===== src/eqg_pkg.sv =====
// Shared types, constants and tables for the equatorial to galactic converter.
package eqg_pkg;

    localparam int ANGLE_BITS_DEF      = 24;
    localparam int ROTATION_STAGES_DEF = 24;
    localparam int FIELD_BITS          = 24;
    localparam int VEC_BITS            = 34;
    localparam int SQRT_CELLS          = 31;
    localparam int SQRT_BITS           = 62;

    typedef logic signed [VEC_BITS-1:0] t_vec;
    typedef logic [SQRT_BITS-1:0]       t_sq;

    localparam t_vec CORDIC_GAIN = t_vec'(652032874);

    localparam logic [31:0] ATAN_BAM [32] = '{
        32'h20000000, 32'h12E4051D, 32'h09FB385B, 32'h051111D4, 32'h028B0D43,
        32'h0145D7E1, 32'h00A2F61E, 32'h00517C55, 32'h0028BE53, 32'h00145F2E,
        32'h000A2F98, 32'h000517CC, 32'h00028BE6, 32'h000145F3, 32'h0000A2F9,
        32'h0000517C, 32'h000028BE, 32'h0000145F, 32'h00000A2F, 32'h00000517,
        32'h0000028B, 32'h00000145, 32'h000000A2, 32'h00000051, 32'h00000028,
        32'h00000014, 32'h0000000A, 32'h00000005, 32'h00000002, 32'h00000001,
        32'h00000000, 32'h00000000
    };

    function automatic logic signed [31:0] rot_q30(input longint unsigned mag,
                                                   input logic neg);
        longint unsigned m;
        m = (mag * (64'd1 << 30) + 64'd5000000000) / 64'd10000000000;
        return neg ? -(32'(m)) : 32'(m);
    endfunction

    localparam logic signed [31:0] ROT_M [9] = '{
        rot_q30(64'd548755604, 1'b1),  rot_q30(64'd8734370902, 1'b1),
        rot_q30(64'd4838350155, 1'b1), rot_q30(64'd4941094279, 1'b0),
        rot_q30(64'd4448296300, 1'b1), rot_q30(64'd7469822445, 1'b0),
        rot_q30(64'd8676661490, 1'b1), rot_q30(64'd1980763734, 1'b1),
        rot_q30(64'd4559837762, 1'b0)
    };

endpackage


===== src/eqg_sqrt_cell.sv =====
// One digit step of the restoring integer square root, registered.
module eqg_sqrt_cell #(
    parameter int K = 0
) (
    input  logic         i_clk,
    input  logic         i_en,
    input  eqg_pkg::t_sq i_v,
    input  eqg_pkg::t_sq i_r,
    output eqg_pkg::t_sq o_v,
    output eqg_pkg::t_sq o_r
);

    localparam eqg_pkg::t_sq BIT = eqg_pkg::t_sq'(1) << (2 * K);

    eqg_pkg::t_sq t, r_v, r_r;

    assign t = i_r + BIT;

    always_ff @(posedge i_clk) begin
        if (i_en) begin
            if (i_v >= t) begin
                r_v <= i_v - t;
                r_r <= (i_r >> 1) + BIT;
            end else begin
                r_v <= i_v;
                r_r <= i_r >> 1;
            end
        end
    end

    assign o_v = r_v;
    assign o_r = r_r;

endmodule


===== config.mk =====
export PLATFORM = sky130hd
export DESIGN_NAME = eqg_sqrt_cell
export DESIGN_NICKNAME = d
export VERILOG_FILES = /design/src/eqg_pkg.sv /design/src/eqg_sqrt_cell.sv
export SDC_FILE = /design/constraint.sdc
export NUM_CORES = 1
export LEC_CHECK = 0
export BUFFER_PORTS_ARGS = -buffer_cell sky130_fd_sc_hd__buf_4
export CAP_MARGIN = 20
export CORE_MARGIN = 4
export CORE_UTILIZATION = 57
export DETAILED_ROUTE_END_ITERATION = 6
export GPL_TIMING_DRIVEN = 0
export PLACE_DENSITY = 0.81
export SLEW_MARGIN = 10
export SYNTH_ARGS = -nofsm -noshare
export SYNTH_HDL_FRONTEND = slang
export SYNTH_SLANG_ARGS = --single-unit

===== constraint.sdc =====
create_clock -name i_clk -period 13.2 [get_ports i_clk]
set_input_delay 2.64 -clock i_clk [delete_from_list [all_inputs] [get_ports i_clk]]
set_output_delay 2.64 -clock i_clk [all_outputs]
set_load 0.02 [all_outputs]

==> flow_metrics.tcl, run 1 <==
set metrics [dict create \
    place.gp.congestion 1.045 \
    track_usage_pct 38.42 \
    worstPathMaxFanout 8 \
    row_count 49 \
    grt.overflow.total 0 \
    dr.first_iter.drc_count 1307 \
    path_buf_inv 2 \
    grt_pass1_vias 11040 \
    core_um2 18270 \
    path_delay_family "simple AND/OR/NAND/NOR gates" \
    wire_per_inst_um 24.06 \
    initial_utilization_pct 58.79 \
    antenna_found_initial 2 \
    crit_type "in2reg" \
    place_ws_ns 4.100 \
    die_h_um 145.3 \
    cpMostUsedCell "nor2_1" \
    dieArea_um2 21100 \
    dp_hpwl_um 32950 \
    die_w_um 145.3 \
    fin_nets 1695 \
    cts_tree "built" \
    synth_cells 1241 \
    maxSlewHeadroom_pct 25.91 \
    slew_viol_final 0 \
    avgSynthCellArea_um2 8.655 \
    portBuffers 242 \
    syn_area_um2 10740 \
    status "finished, violations left" \
    worst_path_largest_cell_delay_ns 0.97 \
    area_delta_synth_final_pct 25.70 \
    cts-root-buf "clkbuf_16" \
    postCtsSetupBuffers 0 \
    power_density_nw_per_um2 112.6 \
    drive_above_1_share_pct 21.90 \
    synth_ff_type "edfxtp_1" \
    cts_buffers 17 \
    rsz0062_at_grt "false" \
    hold_viol 0 \
    diodes 0 \
    p_leak_nw 5.484 \
    layout.cells.most_common "buf_4" \
    fmax_ghz 0.1117 \
    ys_warn_count 0 \
    ys_ff_latch 124 \
    whs_ns 2.493 \
    ys_types 72 \
    timing.critical_path.cells "clkbuf_1, nand3_1, nor2_1, nand3_1, nor2_1, nand2_1, nor2_1, xnor2_1, ha_1, clkbuf_1, nand4_1, nor4_1, o2111ai_1, a21bo_2, nand4_1, a211oi_1, a31o_2, o31ai_1" \
    io_pins 250 \
    syn_nets 1432 \
    synth_edf_count 124 \
    setup_slack_ns 4.250 \
    ys_seq_area_share_pct 34.67 \
    final_core_util_pct 73.89 \
    synthArstFlopShare_pct 0 \
    final_cell_mix "244 x buf_4, 178 x nand2_1, 124 x edfxtp_1" \
    crit_required_ns 13.45 \
    clkTransAtPathRegs_ns 0.07 \
    final.period_utilization_pct 67.80 \
    grt_max_degree 68 \
    crit_path_start_kind "input pin" \
    max_cap_violations 0 \
    grt_pass1_wl_um 63920 \
    vias_per_cell 6.585 \
    drtAntennaViolNets 0 \
    drc 12 \
    setup_viol 0 \
    irDropWorstVdd_v 0.0001008 \
    tightest_slew_ns 1.101 \
    drt-total-wl_um 41980 \
    slowest_stage "nor4_1" \
    h-tree-depth 4 \
    cts_buffer_depth 2 \
    arrival_ns 9.19 \
    synth_top_area_share_pct 34.67 \
    violations "design-rule violations" \
    drt_pre_antenna_iters 7 \
    cts_resized 0 \
    ctsHoldBuffers 0 \
    cp-end-kind "register" \
    clkSinkCount 124 \
    period_needed_ns 8.950 \
    final.setup.tns_ns 0 \
    synth_area_leaders "edfxtp_1 35%, xor2_1 8.4%, ha_1 7.5%" \
    yosys.area.top_type "edfxtp_1" \
    hp-class "in2reg" \
    vias 11490 \
]
==> flip-flops by register name, summed over array words and instances, names as in the netlist <==
register and flops:
o_r 62, o_v 62
==> worst min-delay path, delay by kind of cell <==
family,cells,cell delay (ns)
buffers and inverters,1,0.08
AND/OR/NAND/NOR,1,0.04
AO/OA/AOI/OAI,1,0.05
==> cell families after synthesis <==
kind of cell,count (synthesis),share of synthesized area [%]
and+or+nand+nor,511,23.23
AOI/OAI and AO/OA,285,16.81
xor gates and xnor gates,169,13.78
DFF,124,34.67
buffers and inverters,82,3.355
adders and majority gates,65,7.642
muxes,5,0.5126
==> final timing paths <==
kind / endpoint / slack [ns] / start / cells past startpoint
max: o_v[59]$_DFFE_PP_ / 4.25 / i_r[3] / 18
min: o_v[28]$_DFFE_PP_ / 2.49 / i_v[28] / 3
==> power breakdown <==
part / leakage, nW / switching [mW] / internal (mW)
clock: 0.305 / 0.194 / 0.316
combinational: 3.97 / 0.315 / 0.189
sequential: 1.21 / 0.0151 / 0.490
==> per-stage QoR <==
step | total power [mW] | cells | instance area [um^2]
finish | 1.520 | 1745 | 13500
global placement | 0.9894 | 1712 | 12840
CTS | 1.504 | 1744 | 13500
floorplan | 0.7947 | 1241 | 10740
global route | 1.568 | 1745 | 13500
detailed placement | 1.002 | 1713 | 12870
==> per-layer routing <==
layer  track usage, %  part of all wire (%)  vias up
li1                 -                     -     5056
met5                0                 0.064        -
met2            62.89                    46      920
met3            8.606                    12      197
met4            16.14                   4.8        4
met1            49.35                    37     5314
==> cells in the mapped netlist, drive strengths merged (27+ instances only) <==
cell / n
a21o: 27
a21oi: 76
buf: 28
clkbuf: 33
edfxtp: 124
ha: 64
nand2: 179
nand3: 50
nand4: 37
nor2: 96
nor3: 44
o21ai: 94
xnor2: 66
xor2: 103
==> area by class of cell <==
cell class / instances / area, um^2
clock inverters: 14 / 195.2
inverters: 21 / 78.83
clock buffers: 17 / 425.4
fillers: 1339 / 4770
multi-input cells: 1035 / 6656
well taps: 229 / 286.5
plain buffers: 61 / 281.5
flip-flops and latches: 124 / 3724
repair buffers: 244 / 1853
Power figures use the tool's default switching activity.
==> run 2, diff against run 1 <==
--- a/config.mk
+++ b/config.mk
@@ -8,10 +8,10 @@
 export BUFFER_PORTS_ARGS = -buffer_cell sky130_fd_sc_hd__buf_4
 export CAP_MARGIN = 20
 export CORE_MARGIN = 4
-export CORE_UTILIZATION = 57
+export CORE_UTILIZATION = 56
 export DETAILED_ROUTE_END_ITERATION = 6
 export GPL_TIMING_DRIVEN = 0
-export PLACE_DENSITY = 0.81
+export PLACE_DENSITY = 0.8
 export SLEW_MARGIN = 10
 export SYNTH_ARGS = -nofsm -noshare
 export SYNTH_HDL_FRONTEND = slang
==> constraint.sdc (replaced) <==
create_clock -name i_clk -period 8.7 [get_ports i_clk]
set_input_delay 1.74 -clock i_clk [delete_from_list [all_inputs] [get_ports i_clk]]
set_output_delay 1.74 -clock i_clk [all_outputs]
set_load 0.02 [all_outputs]
==> run 2 against run 1 <==
  * The flow now finishes without violations
  * Utilization shrank 2.1 points
  * Wire length shrank 0.64%
  * Combinational power grew 51%
  * Non-clock buffer count is the same
  * Critical path depth is the same
  * First-iteration DRC count grew 2.0%
  * Flip-flop and latch count is the same
  * Via count shrank 1.6%
  * Worst setup slack lost 3.7 ns
  * Largest cell class unchanged
==> flow_metrics.tcl, run 2 (synthesis results as in run 1) <==
set metrics [dict create \
    cts_resized 0 \
    clkTransAtPathRegs_ns 0.07 \
    h-tree-depth 4 \
    rsz0062_at_grt "false" \
    place.gp.congestion 1.071 \
    cts-root-buf "clkbuf_16" \
    cts_buffer_depth 2 \
    timing.critical_path.cells "clkbuf_1, nand3_1, nor2_1, nand3_1, nor2_1, nand2_1, nor2_1, xnor2_1, ha_1, clkbuf_1, nand4_1, nor4_1, o2111ai_1, nand2_1, o21ai_0, a211oi_1, o21a_1, o31ai_1" \
    postCtsSetupBuffers 0 \
    cp-end-kind "register" \
    crit_type "in2reg" \
    period_needed_ns 8.139 \
    hp-class "in2reg" \
    maxSlewHeadroom_pct 33.19 \
    final.setup.tns_ns 0 \
    grt_pass1_wl_um 63460 \
    drt_pre_antenna_iters 6 \
    fmax_ghz 0.1229 \
    worst_path_largest_cell_delay_ns 0.89 \
    drc 0 \
    initial_utilization_pct 57.23 \
    clkSinkCount 124 \
    crit_path_start_kind "input pin" \
    setup_viol 0 \
    final.period_utilization_pct 93.55 \
    ctsHoldBuffers 0 \
    max_cap_violations 0 \
    vias 11300 \
    diodes 0 \
    portBuffers 242 \
    drive_above_1_share_pct 21.95 \
    irDropWorstVdd_v 0.0001442 \
    power_density_nw_per_um2 169.3 \
    p_total_mw 2.283 \
    slew_viol_final 0 \
    grt.overflow.total 0 \
    row_count 50 \
    dr.first_iter.drc_count 1333 \
    hold_viol 0 \
    crit_required_ns 8.87 \
    layout.cells.most_common "buf_4" \
    cpMostUsedCell "nor2_1" \
    die_h_um 146.5 \
    final_cell_mix "244 x buf_4, 178 x nand2_1, 124 x edfxtp_1" \
    dieArea_um2 21460 \
    drtAntennaViolNets 0 \
    core_um2 18770 \
    cts_tree "built" \
    status "finished clean" \
    vias_per_cell 6.455 \
    slowest_stage "nor4_1" \
    io_pins 250 \
    arrival_ns 8.31 \
    p_leak_nw 5.466 \
    dp_hpwl_um 32980 \
    drt-total-wl_um 41710 \
    worstPathMaxFanout 8 \
    area_delta_synth_final_pct 25.54 \
    antenna_found_initial 4 \
    grt_max_degree 66 \
    tightest_slew_ns 0.9930 \
    wire_per_inst_um 23.82 \
    fin_nets 1695 \
    track_usage_pct 37.76 \
    cts_buffers 17 \
    die_w_um 146.5 \
    grt_pass1_vias 11090 \
]
==> run 2: worst max-delay path: cells and delay by family <==
kind	cells	cell delay (ns)
compound gates	5	1.40
xor+xnor	1	0.21
fa+ha+maj	1	0.31
buf+inv	2	0.62
simple gates	9	4.02
==> run 2: layer usage <==
layer | GRT usage, % | up-vias | share of wire, %
li1 | - | 5060 | -
met1 | 49.59 | 5294 | 39
met2 | 61.29 | 803 | 46
met3 | 8.504 | 142 | 12
met4 | 13.97 | 4 | 3.6
met5 | 0 | - | 0.065
==> run 2: stage by stage <==
stage	cells	util (%)	setup WS (ns)	instance area, um^2	hold WS, ns
after floorplan	1241	-	2.450	10740	1.853
after global placement	1717	68.47	0.5568	12850	2.029
after global routing	1751	71.84	0.4652	13480	1.611
after CTS	1750	71.81	0.8106	13480	1.597
final	1751	71.84	0.5608	13480	1.600
after detailed placement	1718	68.63	0.3804	12880	2.038
==> run 2: final timing paths <==
path | endpoint | cells after the start | startpoint | slack (ns)
worst max-delay path | o_v[39]$_DFFE_PP_ | 18 | i_r[3] | 0.56
worst min-delay path | o_v[45]$_DFFE_PP_ | 3 | i_v[45] | 1.60
==> run 2: final cells by class <==
cell class | instances | area [um^2]
fill | 1465 | 5285
clock buffer | 17 | 425.4
timing repair buffer | 244 | 1853
tap | 234 | 292.8
clock inverter | 15 | 171.4
inverter | 21 | 78.83
sequential | 124 | 3724
multi-input combinational | 1035 | 6656
buffer | 61 | 281.5
==> run 2: power by group <==
group          internal [mW]  total (mW)  switching (mW)
logic                  0.287       0.762           0.475
clock network          0.450       0.754           0.304
registers              0.744       0.767          0.0230
total                   1.48        2.28           0.802
